[src/rtl/bde_pkg.sv]
// shared types and constants of the byte deque engine
// depends on nothing; used by bde_cell and byte_deque_engine_core
package bde_pkg;

  localparam int DEPTH_DEF = 16;
  localparam int BYTE_W    = 8;
  localparam int KIND_W    = 3;
  localparam int STATUS_W  = 2;

  // request kinds carried in s_tuser
  typedef enum logic [KIND_W-1:0] {
    KIND_PUSH_FRONT = 3'd0,
    KIND_PUSH_BACK  = 3'd1,
    KIND_POP_FRONT  = 3'd2,
    KIND_POP_BACK   = 3'd3,
    KIND_DUMP       = 3'd4
  } kind_t;

  // result status carried in m_tuser
  typedef enum logic [STATUS_W-1:0] {
    STAT_DATA  = 2'd0,
    STAT_EMPTY = 2'd1,
    STAT_FULL  = 2'd2
  } status_t;

  // what a cell loads at the next edge
  typedef enum logic [1:0] {
    CELL_HOLD,
    CELL_FROM_LEFT,
    CELL_FROM_RIGHT,
    CELL_LOAD
  } cell_op_t;

  typedef struct packed {
    cell_op_t            op;
    logic [BYTE_W-1:0]   wdata;
  } cell_ctl_t;

endpackage

[src/rtl/byte_deque_engine_core.sv]
// top level of the byte deque engine: control, chain of cells, output register
// depends on bde_pkg and bde_cell
//
// usage
//   a bounded double-ended queue of bytes held in a row of DEPTH cells; the
//   front entry always sits in cell 0 and the back in cell occupancy-1
//   input channel s_*: s_tuser is the request kind (push front, push back,
//   pop front, pop back, dump), s_tdata the byte to push
//   output channel m_*: m_tuser is the status (data, empty, full), m_tdata
//   the byte (zero unless status is data), m_tlast marks the final result
//   of a request
//   a push gives no result unless the queue is full; a pop or a refused push
//   gives its result in the output register in the cycle after the transaction
//   a dump walks the chain, one result per cycle while the receiver keeps up,
//   rotating the front byte round to the back, and leaves the queue as it was;
//   other requests can be taken back to back while the receiver keeps up
//   s_tready is high when no dump is under way and the output register is
//   free or being emptied in the same cycle
//   when the receiver stalls the output register holds its result and the
//   dump walk pauses; nothing is lost
//   reset (rst, synchronous) empties the queue and the output register;
//   cell contents are not cleared and are only read after being written
module byte_deque_engine_core #(
  parameter int DEPTH = bde_pkg::DEPTH_DEF
) (
  input  logic                            clk,
  input  logic                            rst,
  input  logic                            s_tvalid,
  output logic                            s_tready,
  input  logic [bde_pkg::BYTE_W-1:0]      s_tdata,   // [7:0] value
  input  logic [bde_pkg::KIND_W-1:0]      s_tuser,   // [2:0] kind
  output logic                            m_tvalid,
  input  logic                            m_tready,
  output logic [bde_pkg::BYTE_W-1:0]      m_tdata,   // [7:0] data_byte
  output logic [bde_pkg::STATUS_W-1:0]    m_tuser,   // [1:0] status
  output logic                            m_tlast
);

  localparam int CW = $clog2(DEPTH + 1);   // occupancy, 0 to DEPTH
  localparam int IW = $clog2(DEPTH);       // dump walk position
  localparam logic [CW-1:0] FULL_C = CW'(DEPTH);
  localparam logic [CW-1:0] ONE_C  = CW'(1);

  typedef enum logic {ST_IDLE, ST_DUMP} state_t;

  state_t             state;
  logic [CW-1:0]      occupancy;
  logic [IW-1:0]      walk;

  logic                          out_free;
  logic                          acc_in;
  logic                          full;
  logic                          empty;
  logic                          dump_step;
  logic [bde_pkg::BYTE_W-1:0]    back_byte;
  logic [bde_pkg::BYTE_W-1:0]    wdata;

  bde_pkg::cell_ctl_t            ctl  [DEPTH];
  logic [bde_pkg::BYTE_W-1:0]    cdat [DEPTH];
  logic                          back_sel [DEPTH];

  // the output register frees when empty or when taken this cycle
  assign out_free  = !m_tvalid || m_tready;
  assign s_tready  = (state == ST_IDLE) && out_free;
  assign acc_in    = s_tvalid && s_tready;
  assign full      = (occupancy == FULL_C);
  assign empty     = (occupancy == '0);
  assign dump_step = (state == ST_DUMP) && out_free;

  // write byte: pushed value, or the front byte rotated round during a dump
  assign wdata = (state == ST_DUMP) ? cdat[0] : s_tdata;

  // back entry pick: one-hot over cells, and-or of independent lanes
  always_comb begin
    back_byte = '0;
    for (int i = 0; i < DEPTH; i++) begin
      back_byte = back_byte | (cdat[i] & {bde_pkg::BYTE_W{back_sel[i]}});
    end
  end

  // per-cell control and the chain itself
  for (genvar i = 0; i < DEPTH; i++) begin : g_cell
    localparam logic [CW-1:0] IDX  = CW'(i);
    localparam logic [CW-1:0] IDX1 = CW'(i + 1);

    logic [bde_pkg::BYTE_W-1:0] left_in;
    logic [bde_pkg::BYTE_W-1:0] right_in;

    assign back_sel[i] = (occupancy == IDX1);

    if (i == 0) begin : g_first
      assign left_in = wdata;
    end else begin : g_mid_l
      assign left_in = cdat[i-1];
    end

    // the far end of the chain only feeds itself back
    if (i == DEPTH - 1) begin : g_last
      assign right_in = cdat[i];
    end else begin : g_mid_r
      assign right_in = cdat[i+1];
    end

    always_comb begin
      ctl[i].wdata = wdata;
      ctl[i].op    = bde_pkg::CELL_HOLD;
      if (dump_step) begin
        // rotate left: the back slot takes the old front byte
        ctl[i].op = back_sel[i] ? bde_pkg::CELL_LOAD : bde_pkg::CELL_FROM_RIGHT;
      end else if (acc_in) begin
        case (s_tuser)
          bde_pkg::KIND_PUSH_FRONT: begin
            if (!full) ctl[i].op = bde_pkg::CELL_FROM_LEFT;
          end
          bde_pkg::KIND_PUSH_BACK: begin
            if (!full && occupancy == IDX) ctl[i].op = bde_pkg::CELL_LOAD;
          end
          bde_pkg::KIND_POP_FRONT: begin
            if (!empty) ctl[i].op = bde_pkg::CELL_FROM_RIGHT;
          end
          default: ctl[i].op = bde_pkg::CELL_HOLD;
        endcase
      end
    end

    bde_cell u_cell (
      .clk        (clk),
      .ctl        (ctl[i]),
      .left_data  (left_in),
      .right_data (right_in),
      .data       (cdat[i])
    );
  end

  // control state, occupancy and the output register
  always_ff @(posedge clk) begin
    if (rst) begin
      state     <= ST_IDLE;
      occupancy <= '0;
      walk      <= '0;
      m_tvalid  <= 1'b0;
      m_tdata   <= '0;
      m_tuser   <= bde_pkg::STAT_DATA;
      m_tlast   <= 1'b0;
    end else begin
      if (m_tready) m_tvalid <= 1'b0;
      case (state)
        ST_IDLE: begin
          if (acc_in) begin
            case (s_tuser)
              bde_pkg::KIND_PUSH_FRONT, bde_pkg::KIND_PUSH_BACK: begin
                if (full) begin
                  m_tvalid <= 1'b1;
                  m_tuser  <= bde_pkg::STAT_FULL;
                  m_tdata  <= '0;
                  m_tlast  <= 1'b1;
                end else begin
                  occupancy <= occupancy + ONE_C;
                end
              end
              bde_pkg::KIND_POP_FRONT, bde_pkg::KIND_POP_BACK: begin
                m_tvalid <= 1'b1;
                m_tlast  <= 1'b1;
                if (empty) begin
                  m_tuser <= bde_pkg::STAT_EMPTY;
                  m_tdata <= '0;
                end else begin
                  m_tuser   <= bde_pkg::STAT_DATA;
                  m_tdata   <= (s_tuser == bde_pkg::KIND_POP_FRONT) ? cdat[0]
                                                                    : back_byte;
                  occupancy <= occupancy - ONE_C;
                end
              end
              bde_pkg::KIND_DUMP: begin
                if (empty) begin
                  m_tvalid <= 1'b1;
                  m_tuser  <= bde_pkg::STAT_EMPTY;
                  m_tdata  <= '0;
                  m_tlast  <= 1'b1;
                end else begin
                  state <= ST_DUMP;
                  walk  <= '0;
                end
              end
              default: begin
                // unused kinds are taken and dropped
              end
            endcase
          end
        end
        ST_DUMP: begin
          if (dump_step) begin
            m_tvalid <= 1'b1;
            m_tuser  <= bde_pkg::STAT_DATA;
            m_tdata  <= cdat[0];
            if (CW'(walk) + ONE_C == occupancy) begin
              m_tlast <= 1'b1;
              state   <= ST_IDLE;
            end else begin
              m_tlast <= 1'b0;
              walk    <= walk + IW'(1);
            end
          end
        end
        default: state <= ST_IDLE;
      endcase
    end
  end

`ifndef ASSERT_OFF
  // occupancy never runs past DEPTH
  a_occ_bound: assert property (@(posedge clk) disable iff (rst)
    occupancy <= FULL_C)
    else $error("occupancy beyond depth");

  // non-data results carry a zero byte
  a_zero_byte: assert property (@(posedge clk) disable iff (rst)
    (m_tvalid && m_tuser != bde_pkg::STAT_DATA) |-> (m_tdata == '0))
    else $error("status result with non-zero byte");

  // an accepted push into a non-full queue grows it by one
  a_push_grow: assert property (@(posedge clk) disable iff (rst)
    (acc_in && !full && (s_tuser == bde_pkg::KIND_PUSH_FRONT ||
                         s_tuser == bde_pkg::KIND_PUSH_BACK))
    |=> (occupancy == $past(occupancy) + ONE_C))
    else $error("push did not grow occupancy");

  // a dump leaves the occupancy untouched
  a_dump_keep: assert property (@(posedge clk) disable iff (rst)
    (state == ST_DUMP) |=> (occupancy == $past(occupancy)))
    else $error("occupancy changed during dump");
`endif

endmodule

[src/rtl/bde_cell.sv]
// one storage cell of the deque chain: holds a byte, takes a neighbour's
// byte or a write byte; depends on bde_pkg
module bde_cell (
  input  logic                          clk,
  input  bde_pkg::cell_ctl_t            ctl,
  input  logic [bde_pkg::BYTE_W-1:0]    left_data,
  input  logic [bde_pkg::BYTE_W-1:0]    right_data,
  output logic [bde_pkg::BYTE_W-1:0]    data
);

  always_ff @(posedge clk) begin
    case (ctl.op)
      bde_pkg::CELL_FROM_LEFT:  data <= left_data;
      bde_pkg::CELL_FROM_RIGHT: data <= right_data;
      bde_pkg::CELL_LOAD:       data <= ctl.wdata;
      default:                  data <= data;
    endcase
  end

endmodule
[config.mk]
export PLATFORM = sky130hd
export DESIGN_NAME = byte_deque_engine_core
export DESIGN_NICKNAME = d
export VERILOG_FILES = /design/src/rtl/bde_pkg.sv /design/src/rtl/byte_deque_engine_core.sv /design/src/rtl/bde_cell.sv
export SDC_FILE = /design/constraint.sdc
export NUM_CORES = 1
export LEC_CHECK = 0
export ABC_AREA = 1
export BUFFER_PORTS_ARGS = -buffer_cell sky130_fd_sc_hd__buf_2
export CORE_MARGIN = 5
export CORE_UTILIZATION = 45
export DETAILED_ROUTE_END_ITERATION = 7
export GPL_TIMING_DRIVEN = 0
export SETUP_SLACK_MARGIN = 0.2
export SLEW_MARGIN = 20
export SYNTH_ARGS = -nofsm -noshare
export SYNTH_HDL_FRONTEND = slang
export SYNTH_SLANG_ARGS = --single-unit
[constraint.sdc]
create_clock -name clk -period 2.84 [get_ports clk]
set_input_delay 0.284 -clock clk [delete_from_list [all_inputs] [get_ports clk]]
set_output_delay 0.284 -clock clk [all_outputs]
set_load 0.005 [all_outputs]
Word level (Yosys, flattened, before mapping)
Index checks and enable logic that the tools add are counted.
{"block": "classes", "eq_ne": 78, "bitwise_logic": 32, "n_addsub": 4, "n_mux": 143, "n_reduce_logical": 47}
{"op": "8-bit one-hot mux with 3 select lines", "count": 15}
{"op": "8-bit bitwise AND", "count": 16}
{"op": "8-bit OR", "count": 15}
{"op": "2-bit two-way mux", "count": 53}
{"op": "2-bit one-hot mux with 3 select lines", "count": 17}
{"op": "2-bit == test, second input constant", "count": 31}
{"op": "8-bit two-way mux", "count": 7}
{"op": "8-bit one-hot mux with 2 select lines", "count": 3}
{"op": "3-bit nonzero test", "count": 14}
{"op": "5-bit by 4-bit == test with 1-bit output, second input constant", "count": 8}
{"op": "1-bit two-way mux", "count": 33}
{"op": "2-bit by 1-bit == test with 1-bit output, second input constant", "count": 16}
{"op": "5-bit by 3-bit == test with 1-bit output, second input constant", "count": 4}
{"op": "4-bit two-way mux", "count": 5}
{"op": "1-bit logical AND", "count": 19}
{"op": "5-bit AND reduction", "count": 3}
{"op": "5-bit by 2-bit == test with 1-bit output, second input constant", "count": 2}
{"op": "5-bit two-way mux", "count": 2}
{"op": "2-bit != test, second input constant", "count": 5}
{"op": "5-bit one-hot mux with 2 select lines", "count": 1}
{"op": "4-bit one-hot mux with 2 select lines", "count": 1}
{"op": "3-bit by 2-bit == test with 1-bit output, second input constant", "count": 2}
{"op": "3-bit != test, second input constant", "count": 2}
{"op": "1-bit one-hot mux with 2 select lines", "count": 3}
{"op": "20 further kinds", "count": 27}
{"block": "word_totals", "regBits": 150, "out_inout_bits": 13, "inputBits": 15, "elab_cells": 327}

Longest topological paths before layout
Gate-level depths: netlist of the first run.
{"block": "logic_depth", "word_depth": 22, "depth_mapped": 13, "ltp_nobuf": 13}

Modules after synthesis
From an unflattened synthesis of the first run, not the netlist that was laid out.
{"block": "hier_totals", "hier_cells": 1342, "hier_area_um2": 10625.2}
{"module": "bde_cell", "area_each_um2": 474.2, "cells_each": 46, "instances": 16}
{"module": "byte_deque_engine_core", "area_each_um2": 3037.9, "cells_each": 606, "instances": 1}

Worst setup path after synthesis of the first run
Ideal clock, no wire load.
{"block": "synth_timing", "path_type": "reg-to-reg", "start": "register occupancy[0]", "end": "register g_cell[15].u_cell.data[0] (netlist name), data pin", "path_slack_ns": 0.592, "arrival_time_ns": 1.994, "stages_incl_launch_ff": 13, "required_time_ns": 2.587, "path_cell_list": "dfxtp_1 > ha_1 > inv_1 > nor2_1 > ha_1 > buf_1 > inv_1 > nor3_2 > o21ai_1 > o21ai_2 > nand2_2 > nand2_1 > nand2_1"}
{"block": "synth_between", "elab_chain_len": 9, "elab_cells_between_ends": 15}
{"item": "start, declared", "line": "byte_deque_engine_core.sv:47", "rtl": "logic [CW-1:0] occupancy;"}
{"item": "start signal, assigned", "line": "byte_deque_engine_core.sv:158", "rtl": "occupancy <= occupancy + ONE_C;"}
{"item": "start signal, assigned", "line": "byte_deque_engine_core.sv:171", "rtl": "occupancy <= occupancy - ONE_C;"}
{"item": "5-bit == test", "line": "byte_deque_engine_core.sv:66, byte_deque_engine_core.sv:89"}
{"item": "1-bit zero test", "line": "byte_deque_engine_core.sv:116", "rtl": "if (!full && occupancy == IDX) ctl[i].op = bde_pkg::CELL_LOAD;"}
{"item": "1-bit logical AND", "line": "byte_deque_engine_core.sv:116"}
{"item": "2-bit two-way mux", "line": "byte_deque_engine_core.sv:116"}
{"item": "2-bit one-hot mux with 3 select lines", "line": "byte_deque_engine_core.sv:111", "rtl": "case (s_tuser)"}
{"item": "2-bit two-way mux", "line": "byte_deque_engine_core.sv:110", "rtl": "end else if (acc_in) begin"}
{"item": "2-bit two-way mux *", "line": "byte_deque_engine_core.sv:107", "rtl": "if (dump_step) begin"}
{"item": "2-bit == test or 2-bit by 1-bit == test with 1-bit output (tied branches)", "line": "bde_cell.sv:12", "rtl": "case (ctl.op)"}
{"item": "8-bit one-hot mux with 2 select lines *", "line": "bde_cell.sv:12"}
{"item": "end signal, assigned", "line": "bde_cell.sv:13", "rtl": "bde_pkg::CELL_FROM_LEFT: data <= left_data;"}
{"item": "end signal, assigned", "line": "bde_cell.sv:14", "rtl": "bde_pkg::CELL_FROM_RIGHT: data <= right_data;"}
{"item": "end signal, assigned", "line": "bde_cell.sv:15", "rtl": "bde_pkg::CELL_LOAD: data <= ctl.wdata;"}
{"item": "end, declared", "line": "bde_cell.sv:8", "rtl": "output logic [bde_pkg::BYTE_W-1:0] data"}
Every way passes the cells marked *; elsewhere a longest branch is shown, timed or not.
A chain may end at the register's enable or synchronous reset.

Final worst setup path of the first run
{"block": "layout_timing", "start": "register occupancy[1]", "end": "register g_cell[11].u_cell.data[5] (netlist name), enable pin"}
{"block": "layout_between", "elab_chain_len": 9, "elab_cells_between_ends": 17}
{"item": "5-bit == test", "line": "byte_deque_engine_core.sv:66", "rtl": "assign full = (occupancy == FULL_C);"}
{"item": "1-bit zero test", "line": "byte_deque_engine_core.sv:116"}
{"item": "1-bit logical AND", "line": "byte_deque_engine_core.sv:116"}
{"item": "2-bit two-way mux", "line": "byte_deque_engine_core.sv:116"}
{"item": "2-bit one-hot mux with 3 select lines", "line": "byte_deque_engine_core.sv:111"}
{"item": "2-bit two-way mux", "line": "byte_deque_engine_core.sv:110"}
{"item": "2-bit two-way mux *", "line": "byte_deque_engine_core.sv:107"}
{"item": "2-bit by 1-bit == test with 1-bit output or 2-bit == test (tied branches)", "line": "bde_cell.sv:12"}
{"item": "3-bit nonzero test (no source line) *"}
{"item": "end signal, assigned", "line": "bde_cell.sv:13"}
{"item": "end signal, assigned", "line": "bde_cell.sv:14"}
{"item": "end signal, assigned", "line": "bde_cell.sv:15"}
{"item": "end, declared", "line": "bde_cell.sv:8"}
Marks and branches as above.

==> results.py, run 1 <==
metrics = {
    "die": {
        "io_pins": 28,
        "die_w_um": 157,
        "die-area_sq_um": 24600,
        "num_rows": 53,
        "core_sq_um": 21200,
        "start_util_pct": 45.9,
        "die_h_um": 157,
    },
    "timing": {
        "setup_viol": 0,
        "fin_crit_ns": 2.52,
        "rsz0062_at_grt": "false",
        "clock_skew_ns": 0.0126,
        "hold_ws_ns": 0.0562,
        "worst_slew_pin_slew_ns": 0.866,
        "finalSetupTns_ns": 0,
        "slew_violations": 0,
        "maxSlewHeadroom_pct": 42.3,
        "fmax_mhz": 396,
        "fin_crit_sh_pct": 88.8,
        "setup_slack_ns": 0.318,
        "hold_viol": 0,
    },
    "job": {
        "drv_cap": 0,
    },
    "synthesis": {
        "synth-edff-count": 128,
        "synth_cells": 1305,
        "yosys_warnings": 0,
        "yosysUniqueCellTypes": 37,
        "synth_nets": 1327,
        "ys_seq_elements": 150,
        "ys.flop_type": "edfxtp_1",
        "synthArstFlopShare_pct": 0,
        "synth_top_cell_by_area": "edfxtp_1",
        "synth_area_per_cell_sq_um": 7.44,
        "synthTopCellsByArea": "edfxtp_1 40%, nand2_1 21%, nand3_1 12%, dfxtp_1 4.5%, nor2_1 2.6%",
        "synth.top_cell.area_share_pct": 39.6,
        "mappedNetlistArea_sq_um": 9700,
        "ys_seq_area_share_pct": 44.2,
    },
    "placed_design": {
        "pre_cts_slack_ns": 0.0791,
        "place.gp.congestion": 0.988,
        "port_buffers": 27,
        "dpl.hpwl_mm": 27.0,
    },
    "power": {
        "leakage_uw": 0.00465,
        "p_per_area_nw_per_um2": 562,
        "ir_drop_uv": 380,
    },
    "grt": {
        "antenna_found_initial": 0,
        "grt-ovfl-total": 0,
        "track_usage_pct": 29.7,
        "grt_pass1_wl_mm": 54.0,
        "grt_max_degree": 18,
        "grt_pass1_vias": 8808,
    },
    "hold_path": {
        "min_delay_path_depth": 2,
        "whs_endpoint": "state",
        "min_path_type": "input port to flop",
        "min_from": "rst",
    },
    "cts": {
        "cts-root-buf": "clkbuf_16",
        "htreeDepth": 4,
        "insertion_delay_ns": 0.44,
        "clk_pin_slew_ns": 0.07,
        "cts_tree": "built",
        "clock-sinks": 150,
        "postCtsHoldBufs": 0,
        "clockBufferDepth": 2,
        "cts_buffers": 17,
    },
    "critical_path": {
        "worst-setup-path-type": "flop to flop",
        "worstPathCellList": "inv_1 -> ha_2 -> nand2_4 -> inv_2 -> nand2_2 -> nand2_4 -> buf_6 -> o21ai_2 -> a21oi_2 -> buf_2 -> nand2_1",
        "r2r-start": "occupancy[1]",
        "slowest_delay_ns": 0.34,
        "cpMostUsedCell": "nand2_4",
        "cp_max_fo": 10,
        "critPathRequiredTime_ns": 2.95,
        "crit_arrival_ns": 2.64,
        "startpoint_type": "flop",
        "rrSetupSlack_ns": 0.32,
        "reg2reg_depth": 11,
        "cp-end-kind": "flop",
        "r2r_end": "g_cell[11].u_cell.data[5]",
        "crit_slowest_cell": "dfxtp_1",
    },
    "detailed_routing": {
        "vias": 9694,
        "drtAntennaViolNets": 0,
        "drcViolationCount": 0,
        "drtPass1Iterations": 6,
        "drt_iter0_drc": 1252,
        "wl_per_cell_um": 22.2,
        "via_per_inst": 5.89,
        "wl_mm": 36.6,
    },
    "cells_and_area": {
        "synthToLayoutAreaGrowth_pct": 12.2,
        "drive_gt1_share_pct": 16.0,
        "fillers": 2121,
        "n_antenna_cell": 0,
        "multiInputGateArea_sq_um": 4930,
        "final_cell_mix": "539 x nand2_1, 242 x nand3_1, 128 x edfxtp_1",
        "mostFrequentLayoutCell": "nand2_1",
        "seqCellArea_sq_um": 4280,
        "fin_nets": 1381,
    },
    "outcome": {
        "outcome": "completed",
    },
}
-- synth_stat cells, types with 2 or more instances --
cell type    n
nand2_1    544
buf_2       11
nand2_4      4
nor2_4      19
inv_2       25
dfxtp_1     22
o21ai_2     17
ha_1         7
o21ai_1     11
inv_4        6
a31oi_1      8
edfxtp_1   128
buf_6        3
nor2_2      14
nor2_1      67
nor3_1       2
a21oi_1     28
nor3_2       2
buf_4       11
o21ai_0     16
clkbuf_1    11
nand4_1     21
nand3_2      2
nand3_1    242
inv_1       44
nand2_2     15
a21oi_2      9
o211ai_1     7
-- sequential cells by signal, summed over array words and instances (netlist names) --
signal              cells
walk                    4
m_tdata                 8
state                   1
occupancy               5
m_tvalid                1
m_tlast                 1
g_cell.u_cell.data    128
m_tuser                 2
-- per-stage QoR --
| stage | std cells | power [uW] | util (%) | cell area [sq um] |
|---|---|---|---|---|
| 2_1_floorplan | 1305 | 3340 | - | 9700 |
| 3_3_place_gp | 1607 | 3710 | 48.1 | 10200 |
| 3_5_place_dp | 1607 | 3710 | 48.1 | 10200 |
| 4_1_cts | 1639 | 6080 | 51.0 | 10800 |
| 5_1_grt | 1647 | 6300 | 51.5 | 10900 |
| 6_report | 1647 | 6120 | 51.5 | 10900 |
-- how the worst max path moves through the flow --
stage / from / endpoint / slack (ns) / depth (start not counted)
after floorplan: occupancy[0] / g_cell[15].u_cell.data[0] / 0.59 / 12
after global placement: occupancy[0] / g_cell[15].u_cell.data[3] / 0.12 / 12
after detailed placement: occupancy[0] / g_cell[15].u_cell.data[6] / 0.08 / 12
after CTS: state / g_cell[12].u_cell.data[4] / 0.22 / 8
after global routing: occupancy[1] / g_cell[11].u_cell.data[5] / 0.20 / 11
final: occupancy[1] / g_cell[11].u_cell.data[5] / 0.32 / 11
-- per-layer routing --
layer  part of all wire, %  vias up  GRT usage, %
li1                      -     4516             -
met1                    41     4573          42.3
met2                    46      535          46.5
met3                    10       70          4.81
met4                   2.7        0          9.34
met5                     0        -             0
-- area by class of cell --
type	instances	area share, %
repair buffers	35	1.79
plain buffers	38	2.13
flip-flops and latches	150	39.4
clock buffers	17	3.91
clock inverters	15	1.62
inverters	75	2.72
multi-input cells	1042	45.3
well taps	275	3.16
-- critical path: cells and delay by family (launching register included) --
| kind | cells | cell delay [ns] |
|---|---|---|
| AOI/OAI and AO/OA | 2 | 0.25 |
| adders and majority gates | 1 | 0.28 |
| buffers and inverters | 4 | 0.71 |
| DFF | 1 | 0.34 |
| and+or+nand+nor | 4 | 0.62 |
-- cell families after synthesis --
family / share of synthesized area (%)
compound gates: 6.56
xor+xnor: 0.181
flops: 44.2
buf+inv: 5.34
fa+ha+maj: 0.903
simple gates: 42.9
-- power breakdown --
part	switching, uW	internal (uW)
clock	1020	1390
sequential	167	2580
combinational	689	273
total	1880	4240
-- timing repair --
item,4_1_cts,5_1_grt
setup endpoints to repair,25,159
gates resized for setup,4,19
setup buffers,0,8
pin swaps,0,1
(Power assumes the default switching activity.)
==> run 2: changes to the inputs <==
--- a/config.mk
+++ b/config.mk
@@ -8,9 +8,10 @@
 export ABC_AREA = 1
 export BUFFER_PORTS_ARGS = -buffer_cell sky130_fd_sc_hd__buf_2
 export CORE_MARGIN = 5
-export CORE_UTILIZATION = 45
+export CORE_UTILIZATION = 55
 export DETAILED_ROUTE_END_ITERATION = 7
 export GPL_TIMING_DRIVEN = 0
+export PLACE_DENSITY = 0.72
 export SETUP_SLACK_MARGIN = 0.2
 export SLEW_MARGIN = 20
 export SYNTH_ARGS = -nofsm -noshare
==> constraint.sdc (replaced) <==
create_clock -name clk -period 2.5 [get_ports clk]
set_input_delay 0.25 -clock clk [delete_from_list [all_inputs] [get_ports clk]]
set_output_delay 0.25 -clock clk [all_outputs]
set_load 0.005 [all_outputs]
==> results.py, run 2 (synthesis results as in run 1) <==
metrics = {
    "timing": {
        "rsz0062_at_grt": "true",
        "fin_crit_ns": 2.26,
        "maxSlewHeadroom_pct": 46.2,
        "clock_skew_ns": 0.00750,
        "setup_slack_ns": 0.242,
        "worst_slew_pin_slew_ns": 0.808,
        "setup_viol": 0,
        "fin_crit_sh_pct": 90.3,
        "slew_violations": 0,
        "hold_viol": 0,
        "fmax_mhz": 443,
    },
    "die": {
        "num_rows": 48,
        "die_w_um": 143,
        "die_h_um": 143,
        "io_pins": 28,
        "start_util_pct": 56.1,
        "die-area_sq_um": 20400,
        "core_sq_um": 17300,
    },
    "grt": {
        "grt_pass1_vias": 8939,
        "antenna_found_initial": 0,
        "track_usage_pct": 33.9,
        "grt_pass1_wl_mm": 51.7,
        "grt-ovfl-total": 0,
        "grt_max_degree": 17,
    },
    "critical_path": {
        "critPathLaunch": "occupancy[0]",
        "r2r-start": "occupancy[0]",
        "crit_buf_inv": 5,
        "startpoint_type": "flop",
        "worstPathCellList": "inv_4 -> ha_4 -> nand2_4 -> inv_2 -> nand2_2 -> nand2_4 -> buf_12 -> nand2_1 -> a21oi_4 -> buf_6 -> inv_2 -> nand3_1 -> nand3_1",
        "cp_max_fo": 10,
        "cp_top_family": "simple AND/OR/NAND/NOR gates",
        "worst-setup-path-type": "flop to flop",
        "cp-end-kind": "flop",
        "slowest_delay_ns": 0.37,
        "crit_slowest_cell": "dfxtp_4",
        "critPathRequiredTime_ns": 2.67,
        "crit_arrival_ns": 2.43,
    },
    "cells_and_area": {
        "fillers": 1579,
        "fin_nets": 1393,
        "top_regs": "g_cell.u_cell.data: 128 flops, m_tdata: 8 flops, occupancy: 5 flops",
        "n_antenna_cell": 0,
        "largest_register": "g_cell.u_cell.data",
        "mostFrequentLayoutCell": "nand2_1",
        "drive_gt1_share_pct": 18.1,
        "final_cell_mix": "529 x nand2_1, 242 x nand3_1, 128 x edfxtp_1",
        "largest_reg_flops": 128,
        "synthToLayoutAreaGrowth_pct": 13.6,
    },
    "cts": {
        "cts-root-buf": "clkbuf_16",
        "cts_buffers": 17,
        "cts_tree": "built",
        "htreeDepth": 4,
        "insertion_delay_ns": 0.43,
        "clockBufferDepth": 2,
        "clock-sinks": 150,
        "postCtsHoldBufs": 0,
        "clk_pin_slew_ns": 0.06,
    },
    "hold_path": {
        "min_from": "rst",
        "min_path_type": "input port to flop",
    },
    "power": {
        "power_uw": 6630,
        "p_per_area_nw_per_um2": 602,
        "leakage_uw": 0.00473,
        "ir_drop_uv": 487,
    },
    "placed_design": {
        "port_buffers": 27,
        "pre_cts_slack_ns": -0.286,
        "dpl.hpwl_mm": 25.5,
        "place.gp.congestion": 1.07,
    },
    "detailed_routing": {
        "vias": 9969,
        "drtAntennaViolNets": 0,
        "wl_mm": 35.0,
        "via_per_inst": 6.20,
        "drtPass1Iterations": 6,
        "drcViolationCount": 0,
        "drt_iter0_drc": 1448,
        "wl_per_cell_um": 21.8,
    },
    "job": {
        "drv_cap": 0,
    },
    "outcome": {
        "outcome": "completed",
    },
}
==> run 2: cell types whose count changed in the layout (fill, tap and decap cells not counted), moves of 5 or more <==
cell / change
buf_6: +6
o21ai_4: +7
inv_4: +5
o21ai_2: -7
nand2_1: -10
clkinv_2: +6
buf_4: +8
nand2_2: +10
==> run 2: cell type report <==
class,instances,area [sq um],area share [%]
timing repair buffer,47,293,2.66
clock buffer,22,468,4.25
buffer,38,270,2.45
multi-input combinational,1042,5060,45.9
sequential,150,4290,38.9
clock inverter,10,53.8,0.488
tap,225,282,2.55
inverter,75,302,2.74
==> run 2: where the power goes <==
part           internal (uW)  switching [uW]
combinational            334             798
sequential              2930             187
clock                   1320            1060
total                   4590            2040
==> run 2: worst reg2reg max path, cell delays in order, from the launching register on <==
cell     delay (ns)
dfxtp_4        0.37
inv_4          0.10
ha_4           0.17
nand2_4        0.11
inv_2          0.07
nand2_2        0.08
nand2_4        0.15
buf_12         0.16
nand2_1        0.11
a21oi_4        0.19
buf_6          0.17
inv_2          0.10
nand3_1        0.11
nand3_1        0.12
==> run 2: worst paths after layout <==
check                              endpoint  slack (ns)  cells after the start
setup / recovery  g_cell[14].u_cell.data[1]        0.24                     13
hold / removal                        state        0.03                      2
setup reg to reg  g_cell[14].u_cell.data[1]        0.24                     13
hold reg to reg                  m_tuser[0]        0.46                      2
==> run 2: metal layers <==
| metal | up-vias | track usage (%) | routed length, um |
|---|---|---|---|
| met5 | - | 0 | 0 |
| met4 | 0 | 16.5 | 1850 |
| met3 | 131 | 6.97 | 4420 |
| met2 | 719 | 50.5 | 15200 |
| met1 | 4588 | 47.3 | 13600 |
| li1 | 4531 | - | - |
==> run 2: stage by stage <==
| stage | cells | hold slack, ns | utilization, % | cell area [sq um] | setup TNS, ns |
|---|---|---|---|---|---|
| global route | 1609 | 0.0328 | 63.7 | 11000 | 0 |
| global placement | 1557 | 0.454 | 58.5 | 10100 | -1.71 |
| detailed placement | 1557 | 0.449 | 58.5 | 10100 | -2.68 |
| floorplan | 1305 | 0.319 | - | 9700 | 0 |
| CTS | 1594 | 0.0240 | 62.3 | 10800 | 0 |
| finish | 1609 | 0.0302 | 63.7 | 11000 | 0 |
==> run 2: timing repair <==
item / CTS / global route
endpoints found under the setup margin: 241 / 259
pin swaps: 2 / 7
buffers inserted: 5 / 15
resized for setup: 34 / 37
